### src/pffa_pkg.sv
// shared types and constants of the page frame allocator
package pffa_pkg;

  localparam int PAGE_FRAMES = 4096;
  localparam int PAGE_W      = $clog2(PAGE_FRAMES);
  localparam int LINK_W      = PAGE_W + 1;
  localparam int MAX_BATCH   = 64;
  localparam int CNT_W       = 7;
  localparam int CFG_W       = 13;
  localparam int CFG_ADDR_W  = 2;
  localparam int IN_W        = 24;
  localparam int OUT_W       = 32;

  localparam logic [LINK_W-1:0] NIL = '1;

  // configuration register indexes
  localparam logic [CFG_ADDR_W-1:0] CFG_TOTAL_PAGES = 2'd0;
  localparam logic [CFG_ADDR_W-1:0] CFG_FIRST_FREE  = 2'd1;

  typedef enum logic [1:0] {
    PS_BUSY   = 2'd0,
    PS_FREE   = 2'd1,
    PS_ZEROED = 2'd2
  } pstate_t;

  typedef enum logic [1:0] {
    CMD_INIT       = 2'd0,
    CMD_ALLOC_ANY  = 2'd1,
    CMD_ALLOC_ZERO = 2'd2,
    CMD_FREE       = 2'd3
  } cmd_kind_t;

  typedef enum logic [1:0] {
    STS_OK      = 2'd0,
    STS_NOMEM   = 2'd1,
    STS_BADFREE = 2'd2
  } status_t;

  typedef enum logic [2:0] {
    S_CLEAR, S_IDLE, S_INIT, S_POP_RD, S_POP_WR, S_FREE_RD, S_FREE_WR, S_RESP
  } fsm_t;

  typedef struct packed {
    cmd_kind_t          kind;
    logic [CNT_W-1:0]   count;
    logic [PAGE_W-1:0]  page;
  } cmd_t;

  typedef struct packed {
    pstate_t           st;
    logic [LINK_W-1:0] link;
  } entry_t;

  // status the back end reports to the front end
  typedef struct packed {
    logic clearing;
  } bk_status_t;

endpackage

### src/pffa_front.sv
// front end: accepts requests, classifies them and queues them
module pffa_front (
  input  logic                 clk,
  input  logic                 rst_n,
  input  logic                 in_tvalid,
  output logic                 in_tready,
  // opcode[1:0], page_count[8:2], freed_page[20:9], zero fill
  input  logic [pffa_pkg::IN_W-1:0] in_tdata,
  input  pffa_pkg::bk_status_t bk_status,
  output logic                 cmd_valid,
  input  logic                 cmd_ready,
  output pffa_pkg::cmd_t       cmd
);
  import pffa_pkg::*;

  cmd_t        q_r [2];
  logic        wp_r, rp_r;
  logic [1:0]  cnt_r, cnt_nxt;
  cmd_t        cls;
  logic        push, pop;
  logic [CNT_W-1:0] raw_cnt;

  // classify the incoming request
  always_comb begin
    raw_cnt   = in_tdata[8:2];
    cls.kind  = cmd_kind_t'(in_tdata[1:0]);
    cls.count = (raw_cnt > CNT_W'(MAX_BATCH)) ? CNT_W'(MAX_BATCH) : raw_cnt;
    cls.page  = in_tdata[20:9];
  end

  assign in_tready = (cnt_r != 2'd2) && !bk_status.clearing;
  assign push      = in_tvalid && in_tready;
  assign cmd_valid = (cnt_r != 2'd0);
  assign pop       = cmd_valid && cmd_ready;
  assign cmd       = q_r[rp_r];

  always_comb begin
    cnt_nxt = cnt_r;
    if (push && !pop) begin
      cnt_nxt = cnt_r + 2'd1;
    end else if (pop && !push) begin
      cnt_nxt = cnt_r - 2'd1;
    end
  end

  // queue pointers
  always_ff @(posedge clk) begin
    if (!rst_n) begin
      wp_r  <= 1'b0;
      rp_r  <= 1'b0;
      cnt_r <= 2'd0;
    end else begin
      if (push) wp_r <= ~wp_r;
      if (pop)  rp_r <= ~rp_r;
      cnt_r <= cnt_nxt;
    end
  end

  // queue storage
  always_ff @(posedge clk) begin
    if (push) begin
      q_r[wp_r] <= cls;
    end
  end

endmodule

### config.mk
export PLATFORM = sky130hd
export DESIGN_NAME = pffa_front
export DESIGN_NICKNAME = d
export VERILOG_FILES = /design/src/pffa_pkg.sv /design/src/pffa_front.sv
export SDC_FILE = /design/constraint.sdc
export NUM_CORES = 1
export LEC_CHECK = 0
export BUFFER_PORTS_ARGS = -buffer_cell sky130_fd_sc_hd__buf_2
export CAP_MARGIN = 5
export CELL_PAD_IN_SITES_DETAIL_PLACEMENT = 2
export CELL_PAD_IN_SITES_GLOBAL_PLACEMENT = 2
export CORE_MARGIN = 5
export CORE_UTILIZATION = 35
export CTS_CLUSTER_DIAMETER = 100
export DETAILED_ROUTE_END_ITERATION = 8
export GPL_ROUTABILITY_DRIVEN = 0
export PLACE_DENSITY_LB_ADDON = 0.05
export SKIP_LAST_GASP = 1
export SYNTH_ARGS = -nofsm -noshare
export SYNTH_HDL_FRONTEND = slang
export SYNTH_SLANG_ARGS = --single-unit
export TNS_END_PERCENT = 30
### constraint.sdc
create_clock -name clk -period 3.2 [get_ports clk]
set_clock_uncertainty 0.05 [all_clocks]
set_input_delay 0 -clock clk [delete_from_list [all_inputs] [get_ports clk]]
set_output_delay 0 -clock clk [all_outputs]
set_load 0.01 [all_outputs]
Yosys cells after proc, flatten, opt, wreduce, memory -nomap -nowiden --
Memories as Yosys holds them, arrays and structs flattened. A register that Yosys moved wholly into a read port is not among the register bits. Cells that the tools add are included.
Word-level totals: RAM bits 42, memories kept 1, logic and storage cells 27, flip-flop bits (word level) 4, input bits 29
Memory list:
- q_r | depth 2, bits a word 21, read ports 1, clocked after memory_dff 1, wr ports 1, RTL line pffa_front.sv:16 | cmd_t q_r [2];
Cells by class: reduce and logical (&&, ||, !) cells 10, eq/ne operators 1, add/sub/neg operators 2, multiplexer cells 7, bitwise operators 2, magnitude comparators 1
Operators with widths (count):
- $gt 7x7->1 const B | 1
- $mux 7 | 1
- $logic_and 1x1->1 | 5
- $mux 1 | 4
- $mux 2 | 2
- $reduce_bool 2->1 | 2
- $logic_not 1->1 | 3
- $add 2x1->2 const B | 1
- $ne 2x2->1 const B | 1
- $not 1->1 | 2
- $sub 2x1->2 const B | 1

Logic depth before layout (Yosys ltp) --
Gate-level depths: netlist of the first run.
depth in word-level cells 7, mapped depth 6

Worst setup path after synthesis of the first run --
OpenSTA, ideal clock, no wires.
kind register to register, start register cnt_r[0], end memory q_r[0][0] (netlist bit), enable pin, path slack 1.010 ns, data arrival time 1.739 ns, cell stages (with the launch flop) 4, setup time 0.401 ns, cells stage by stage dfxtp_1 -> nor2b_1 -> nor3b_2 -> nor2b_1
On the way: cells in the longest elaborated chain, start to end 5
RTL lines:
- start: declaration | RTL line pffa_front.sv:18 | logic [1:0] cnt_r, cnt_nxt;
- start signal: assignment | RTL line pffa_front.sv:55 | cnt_r <= cnt_nxt;
- $ne 2x2->1 | RTL line pffa_front.sv:31 | assign in_tready = (cnt_r != 2'd2) && !bk_status.clearing;
- $logic_and 1x1->1 | RTL line pffa_front.sv:31
- $logic_and 1x1->1 | RTL line pffa_front.sv:32 | assign push = in_tvalid && in_tready;
- named net push | RTL line pffa_front.sv:20 | logic push, pop;
- $mux 1 | RTL line pffa_front.sv:61 | if (push) begin
- $mux 1 (not written as such) | RTL line pffa_front.sv:62 | q_r[wp_r] <= cls;
- end: declaration | RTL line pffa_front.sv:16
The timed path passes the listed nets, and every way through them passes these cells.

Worst setup path after layout of the first run --
start register cnt_r[0], end memory q_r[0][12] (netlist bit), enable pin
The elaborated chain is that of the path after synthesis.

==> PnR_summary.wiki, run 1 <==
{| class="wikitable"
! Metric !! Value
|-
| Synth warn || 0
|-
| TritonRoute pass-1 iters || 2
|-
| Die extent in x || around 82 um
|-
| Routed Wire Length || 3860 um
|-
| 1st-iter DRT viols || 67
|-
| Post-layout net count || 200
|-
| CP cell instances || nor2b_1 > nor3b_2 > nor2b_2 > buf_4
|-
| Distinct cell type count after synthesis || 20
|-
| Antenna-violating nets left || 0
|-
| Non-filler instance count after layout || about 240
|-
| Category of the worst setup path capture point || flip-flop
|-
| Sinks on the clock net || 47
|-
| Slowest stage cell, crit path || sky130_fd_sc_hd__nor2b_2
|-
| Detailed-route DRC error count || 0
|-
| Type of element launching the critical path || flip-flop
|-
| Total vias in the final route || around 1100
|-
| CTS tree || yes
|-
| Overflow left after global routing || 0
|-
| Total power consumption of the routed design || between 1.5 and 2 mW
|-
| Area growth from synthesis to layout || 36.5%
|-
| Top area cells in the synthesized netlist || sky130_fd_sc_hd__edfxtp_1 (70%), sky130_fd_sc_hd__mux2_2 (13%), sky130_fd_sc_hd__dfxtp_1 (5.6%)
|-
| Reported max-cap violation count || 0
|-
| Fmax || about 470 MHz
|-
| Antenna diode count || 0
|-
| Most area-hungry cell type in the Yosys netlist || sky130_fd_sc_hd__edfxtp_1
|-
| Tightest slew margin relative to the limit || between 30% and 40%
|-
| Time the worst path needs with I/O delays and setup || 2.13 ns
|-
| IR Drop Worst-Case VDD || 0.276 mV
|-
| Synth Area per Inst || 18.5 um^2
|-
| Static leakage || ~0.92 nW
|-
| Total global routing track utilization || about 12%
|-
| Synthesized flop and latch total || 47
|-
| Synthesized netlist cell count || 97
|-
| Final setup TNS || 0 ns
|-
| Clock-pin slew reported for the worst setup and hold paths after clock tree synthesis || roughly 0.080 ns
|-
| Worst endpoint data arrival time || just over 2 ns
|-
| Endpoint required time on the critical path || about 3.1 ns
|-
| Hold buffer count at cts || 18
|-
| Clock tree root driver cell || sky130_fd_sc_hd__clkbuf_8
|-
| Maximum number of pins on one net before global-route repair || 22
|-
| Depth of the CTS H-tree || 2
|-
| Top cell type's share of synthesized area || between 70% and 80%
|-
| Final core occ || 48.5%
|-
| Post-Place Cell Area || about 2100 um^2
|-
| Clock buffer count from CTS || 5
|-
| Row count || 26
|-
| Number of max-slew violations in the final report || 0
|-
| Net count after synthesis || around 130
|-
| Worst Tran Pin Value || about 0.99 ns
|-
| Cell Count Post-Placement || between 200 and 250
|-
| Starting density of the core || between 30% and 40%
|-
| Overall die area || ~6700 um^2
|-
| Final Cycle Share || about two thirds
|-
| Number of vias per cell after detailed routing || ~4.4
|-
| Number of antenna violations at the first check in global routing || 0
|-
| Fin area || 2450 um^2
|-
| DP HPWL || around 2500 um
|-
| Fin. Hold Viols || 0
|-
| I/O Pins || 52
|-
| Maximum cell stage delay along the critical path || 0.60 ns
|-
| PostCTS Resize Cnt || 0
|-
| Clock insertion delay at the later pin of the skew report || 0.29 ns
|-
| Setup violation total in the final timing report || 0
|-
| Core footprint || between 5000 and 6000 um^2
|-
| WL/cell || about 16 um
|-
| Outcome || finished clean
|-
| Netlist Area Pre-Place || 1790 um^2
|-
| Start-to-end type of the worst setup path || flip-flop to flip-flop
|-
| Proportion of layout cells with a drive suffix above 1 || 47.4%
|-
| Power per standard cell area || around 700 nW/um^2
|-
| Post-CTS Repair Setup Buffers || 0
|-
| Critical-path maximum fanout || 11
|-
| Fill cell total of the finished layout || 495
|-
| First-pass GRT wire length || 5860 um
|-
| Vias in the first global route || roughly 1200
|-
| Sequential fraction of the synthesis area || 76.0%
|-
| Crit path buffers/inverters || 1
|-
| Y dimension of the die || slightly above 80 um
|-
| Bufs on Longest Clock Path || 2
|-
| Setup repair after global routing missed its margin || false
|-
| Buffers added on ports || 48
|-
| Delay-heaviest family, CP || simple AND/OR/NAND/NOR gates
|-
| Worst min-delay path category || input port to flip-flop
|}
-- layer usage --
layer | global-route usage [%] | vias up | wire length (um)
met5 | 0 | - | 0
met4 | 3.55 | 0 | 35
met3 | 3.95 | 7 | 209
met2 | 25.2 | 29 | 2260
met1 | 11.7 | 523 | 1360
li1 | - | 504 | -
-- registers in the layout, summed over array words and instances (netlist names), named ones only --
register	flops
q_r	42
cnt_r	2
rp_r	1
wp_r	1
-- cells in the mapped netlist --
cell type                  number
sky130_fd_sc_hd__xnor2_1        2
sky130_fd_sc_hd__buf_2          2
sky130_fd_sc_hd__nand2b_1       1
sky130_fd_sc_hd__nor3b_2        1
sky130_fd_sc_hd__mux2_2        21
sky130_fd_sc_hd__or2_2          1
sky130_fd_sc_hd__and2_1         4
sky130_fd_sc_hd__ha_1           1
sky130_fd_sc_hd__or3_1          1
sky130_fd_sc_hd__mux2i_1        1
sky130_fd_sc_hd__o21ai_0        1
sky130_fd_sc_hd__o21ai_1        1
sky130_fd_sc_hd__nor2b_1        8
sky130_fd_sc_hd__xor2_1         1
sky130_fd_sc_hd__dfxtp_1        5
sky130_fd_sc_hd__nand2_1        1
sky130_fd_sc_hd__clkbuf_1       1
sky130_fd_sc_hd__nor2_1         1
sky130_fd_sc_hd__a21boi_1       1
sky130_fd_sc_hd__edfxtp_1      42
-- power by group --
group	leakage [nW]	switching [mW]	internal, mW
logic	0.431	0.182	0.227
registers	0.428	0.0708	0.739
clock network	0.0654	0.189	0.312
total	0.924	0.441	1.28
-- path summary, 6_finish.rpt --
check               from    endpoint  slack, ns  depth (start not counted)
max             cnt_r[0]  q_r[0][12]       1.07                          4
min          in_tdata[3]  q_r[1][13]       0.01                          2
max reg2reg     cnt_r[0]  q_r[0][12]       1.07                          4
min reg2reg         wp_r        wp_r       0.47                          2
-- through the flow --
stage               worst slack [ns]  hold WS [ns]
floorplan                       1.01      -0.00247
global placement                1.13         0.137
detailed placement              1.07         0.142
CTS                             1.04      0.000351
global route                   0.938        0.0250
finish                          1.07        0.0107
-- kinds of logic after synthesis --
kind of cell,after synthesis,synth area share [%]
AOI/OAI and AO/OA,3,0.977
xor gates and xnor gates,3,1.47
adders and majority gates,1,0.698
buffers and inverters,3,0.768
DFF,47,76.0
muxes,22,13.8
and+or+nand+nor,18,6.35
-- final cells by class --
| cell class | instances | area, um^2 | area share (%) |
|---|---|---|---|
| clock buffer | 6 | 72.6 | 2.97 |
| clock inverter | 2 | 60.1 | 2.46 |
| multi-input combinational | 47 | 419 | 17.1 |
| sequential | 47 | 1360 | 55.7 |
| tap | 70 | 87.6 | 3.58 |
| timing repair buffer | 69 | 445 | 18.2 |
-- cell usage in the layout (no fill, tap or decap), types with 4 or more instances in the layout --
cell	synthesis	routed
sky130_fd_sc_hd__and2_1	4	4
sky130_fd_sc_hd__buf_2	2	48
sky130_fd_sc_hd__clkbuf_8	0	5
sky130_fd_sc_hd__dfxtp_1	5	5
sky130_fd_sc_hd__dlygate4sd3_1	0	19
sky130_fd_sc_hd__edfxtp_1	42	42
sky130_fd_sc_hd__mux2_2	21	21
sky130_fd_sc_hd__nor2b_1	8	7
No activity file was read; power rests on OpenSTA's default activity.
==> run 2: changes to the inputs <==
--- a/config.mk
+++ b/config.mk
@@ -5,12 +5,13 @@
 export SDC_FILE = /design/constraint.sdc
 export NUM_CORES = 1
 export LEC_CHECK = 0
+export ABC_AREA = 1
 export BUFFER_PORTS_ARGS = -buffer_cell sky130_fd_sc_hd__buf_2
 export CAP_MARGIN = 5
 export CELL_PAD_IN_SITES_DETAIL_PLACEMENT = 2
 export CELL_PAD_IN_SITES_GLOBAL_PLACEMENT = 2
 export CORE_MARGIN = 5
-export CORE_UTILIZATION = 35
+export CORE_UTILIZATION = 32
 export CTS_CLUSTER_DIAMETER = 100
 export DETAILED_ROUTE_END_ITERATION = 8
 export GPL_ROUTABILITY_DRIVEN = 0
==> constraint.sdc (replaced) <==
create_clock -name clk -period 1.8 [get_ports clk]
set_clock_uncertainty 0.05 [all_clocks]
set_input_delay 0 -clock clk [delete_from_list [all_inputs] [get_ports clk]]
set_output_delay 0 -clock clk [all_outputs]
set_load 0.01 [all_outputs]
==> PnR_summary.wiki, run 2 <==
{| class="wikitable"
! Metric !! Value
|-
| Fin area || 2560 um^2 (+4.8%)
|-
| Sinks on the clock net || 47 (unchanged)
|-
| Maximum number of pins on one net before global-route repair || 17 (-23%)
|-
| 1st-iter DRT viols || 30 (-55%)
|-
| Y dimension of the die || 87.8 um (+7.6%)
|-
| Detailed-route DRC error count || 0 (unchanged)
|-
| Setup slack of the worst register-to-register path || 0.31 ns (-0.76 ns)
|-
| WL/cell || 14.6 um (-8.9%)
|-
| Final setup TNS || 0 ns (unchanged)
|-
| Cell Count Post-Placement || 251 (+17%)
|-
| Fin. Hold Viols || 0 (unchanged)
|-
| Worst min-delay path category || input port to flip-flop
|-
| Row count || 28 (+7.7%)
|-
| Reg-to-reg endpoint || q_r[1][11]
|-
| Synthesized flop and latch total || 47 (unchanged)
|-
| First-pass GRT wire length || 6460 um (+10%)
|-
| Antenna-violating nets left || 0 (unchanged)
|-
| TritonRoute pass-1 iters || 4 (+2)
|-
| Synthesized netlist cell count || 125 (+29%)
|-
| Time the worst path needs with I/O delays and setup || around 1.6 ns
|-
| Number of antenna violations at the first check in global routing || 0 (unchanged)
|-
| Asr flop ratio synth || 0% (unchanged)
|-
| Synth Area per Inst || 15.5 um^2 (-16%)
|-
| Clock-pin slew reported for the worst setup and hold paths after clock tree synthesis || 0.09 ns (about the same)
|-
| Number of vias per cell after detailed routing || 4.34 (-1.7%)
|-
| Buffers added on ports || 48 (unchanged)
|-
| Sequential fraction of the synthesis area || 70.4% (-5.6 points)
|-
| Hold Path Stages || 3 (+1)
|-
| Power per standard cell area || 1000 nW/um^2 (+43%)
|-
| Most area-hungry cell type in the Yosys netlist || sky130_fd_sc_hd__edfxtp_1
|-
| Post-CTS Repair Setup Buffers || 0 (unchanged)
|-
| Clock insertion delay at the later pin of the skew report || 0.29 ns (about the same)
|-
| IR Drop Worst-Case VDD || 0.429 mV (+55%)
|-
| Netlist Area Pre-Place || 1930 um^2 (+8.0%)
|-
| Most frequent cells in the layout || sky130_fd_sc_hd__buf_2 (48), sky130_fd_sc_hd__edfxtp_1 (42), sky130_fd_sc_hd__mux2_4 (20), sky130_fd_sc_hd__inv_1 (17), sky130_fd_sc_hd__dlygate4sd3_1 (17)
|-
| Biggest registers after layout || q_r: 42 flops, cnt_r: 2 flops
|-
| Hold buffer count at cts || 17 (-1)
|-
| Die extent in x || 87.8 um (+7.6%)
|-
| Total global routing track utilization || 11.3% (-1.2 points)
|-
| Launch instance of the worst min-delay path || in_tdata[2]
|-
| Distinct cell type count after synthesis || 18 (-10%)
|-
| Post-synth top cells || sky130_fd_sc_hd__edfxtp_1 (42), sky130_fd_sc_hd__mux2_4 (20), sky130_fd_sc_hd__inv_1 (17), sky130_fd_sc_hd__nor2_1 (15), sky130_fd_sc_hd__nand2_1 (10)
|-
| Net count after synthesis || 155 (+22%)
|-
| Synth warn || 0 (unchanged)
|-
| Number of synthesized flops with an enable pin || 42 (unchanged)
|-
| Worst endpoint data arrival time || 1.59 ns (-0.48 ns)
|-
| Setup violation total in the final timing report || 0 (unchanged)
|-
| Worst Tran Pin Value || 0.439 ns (-0.548 ns)
|-
| Clock tree root driver cell || sky130_fd_sc_hd__clkbuf_8
|-
| Worst Hold Margin || 0.0129 ns (+0.00213 ns)
|-
| Ys flop type || sky130_fd_sc_hd__edfxtp_1
|-
| Dominant cell by count in the synthesized netlist || sky130_fd_sc_hd__edfxtp_1
|-
| Proportion of layout cells with a drive suffix above 1 || 43.3% (-4.1 points)
|-
| Setup repair after global routing missed its margin || false
|-
| Reported max-cap violation count || 0 (unchanged)
|-
| Fill cell total of the finished layout || 596 (+20%)
|-
| Start-to-end type of the worst setup path || flip-flop to output port
|-
| Area growth from synthesis to layout || 32.5%
|-
| Type of element launching the critical path || flip-flop
|-
| Bufs on Longest Clock Path || 2 (unchanged)
|-
| Static leakage || 1.09 nW (+18%)
|-
| Slack of the critical path || 0.159 ns (-0.911 ns)
|-
| I/O Pins || 52 (unchanged)
|-
| DP HPWL || 3000 um (+22%)
|-
| Overall die area || 7700 um^2 (+16%)
|-
| Antenna diode count || 0 (unchanged)
|-
| Starting density of the core || 32.9% (-2.7 points)
|-
| CTS tree || yes
|-
| Tightest slew margin relative to the limit || 70.7% (+37 points)
|-
| Top cell type's share of synthesized area || 65.2% (-5.2 points)
|-
| Endpoint required time on the critical path || 1.75 ns (-1.39 ns)
|-
| Number of flip-flops in the largest register || 42 (unchanged)
|-
| Number of max-slew violations in the final report || 0 (unchanged)
|-
| Vias in the first global route || 1405 (+16%)
|-
| Overflow left after global routing || 0 (unchanged)
|-
| Critical-path maximum fanout || 7 (-4)
|-
| Core footprint || 5890 um^2 (+17%)
|-
| Post-Place Cell Area || 2300 um^2 (+8.4%)
|-
| PostCTS Resize Cnt || 0 (unchanged)
|-
| Worst reg2reg startpoint || cnt_r[0]
|-
| Fmax || ~610 MHz
|-
| Depth of the CTS H-tree || 2 (unchanged)
|-
| Post-layout net count || 230 (+15%)
|-
| Worst slack at placement || 0.293 ns (-0.772 ns)
|-
| Routed Wire Length || 4030 um (+4.3%)
|-
| Total vias in the final route || 1197 (+13%)
|-
| End of the worst hold path || q_r[1][12]
|-
| Final Cycle Share || between 90% and 100%
|-
| Path depth of the worst reg2reg path || 5 (+1)
|-
| Category of the worst setup path capture point || output port
|-
| Non-filler instance count after layout || 276 (+15%)
|-
| Largest register by flop count || q_r
|-
| Most common cell after layout, fill and taps aside || sky130_fd_sc_hd__buf_2
|-
| Outcome || finished clean
|-
| Clock buffer count from CTS || 5 (unchanged)
|-
| Top area cells in the synthesized netlist || sky130_fd_sc_hd__edfxtp_1 (65%), sky130_fd_sc_hd__mux2_4 (16%), sky130_fd_sc_hd__dfxtp_1 (5.2%)
|}
## run 2: cell types whose count changed after synthesis, moves of 4 or more
| cell | change |
|---|---|
| sky130_fd_sc_hd__and2_1 | -4 |
| sky130_fd_sc_hd__mux2_2 | -20 |
| sky130_fd_sc_hd__inv_1 | +17 |
| sky130_fd_sc_hd__nor2b_1 | -8 |
| sky130_fd_sc_hd__nand2_1 | +9 |
| sky130_fd_sc_hd__nor2_1 | +14 |
| sky130_fd_sc_hd__mux2_4 | +20 |
## run 2: worst max path at each step
| stage | startpoint | end |
|---|---|---|
| 5_1_grt | flip-flop | cmd[5] |
| 4_1_cts | flip-flop | cmd[5] |
| 2_1_floorplan | cnt_r[0] | q_r[0][0] |
| 3_3_place_gp | cnt_r[0] | q_r[1][20] |
| 3_5_place_dp | cnt_r[0] | q_r[1][11] |
| 6_report | flip-flop | cmd[5] |
## run 2: power breakdown
| group | internal (mW) | total [mW] | switching, mW |
|---|---|---|---|
| combinational | 0.319 | 0.604 | 0.285 |
| sequential | 1.27 | 1.32 | 0.0502 |
| clock | 0.278 | 0.642 | 0.363 |
## run 2: kinds of logic (layout without fill, tap and decap cells)
kind of cell,Yosys count,after routing,share of synthesized area (%)
buffers and inverters,21,97,4.85
AO/OA/AOI/OAI,4,4,1.16
multiplexers,21,21,16.1
flip-flops,47,47,70.4
adder cells (fa/ha/maj),1,1,0.647
AND/OR/NAND/NOR,31,31,6.86
## run 2: critical path: stages (launching register included)
cell	delay, ns
sky130_fd_sc_hd__dfxtp_1	0.60
sky130_fd_sc_hd__buf_4	0.25
sky130_fd_sc_hd__mux2_4	0.30
sky130_fd_sc_hd__buf_2	0.14
## run 2: metal layers
metal	part of all wire (%)	wire length, um	global-route usage (%)
met3	5.4	218	4.23
met1	38	1530	11.1
met4	0.94	38	3.35
met2	56	2240	21.7
met5	0	0	0
## run 2: metrics by stage
step                      util (%)  total power, mW
after floorplan                  -             1.72
after global placement        39.1             1.92
after detailed placement      39.1             1.94
after CTS                     43.6             2.62
after global routing          43.6             2.73
final                         43.6             2.57
## run 2: cell type report
cell class	instances	area, um^2	share of cell area [%]
inverter	18	67.6	2.64
tap	75	93.8	3.66
multi-input combinational	57	482	18.8
clock inverter	3	22.5	0.878
timing repair buffer	71	468	18.3
sequential	47	1360	53.1
clock buffer	5	68.8	2.68
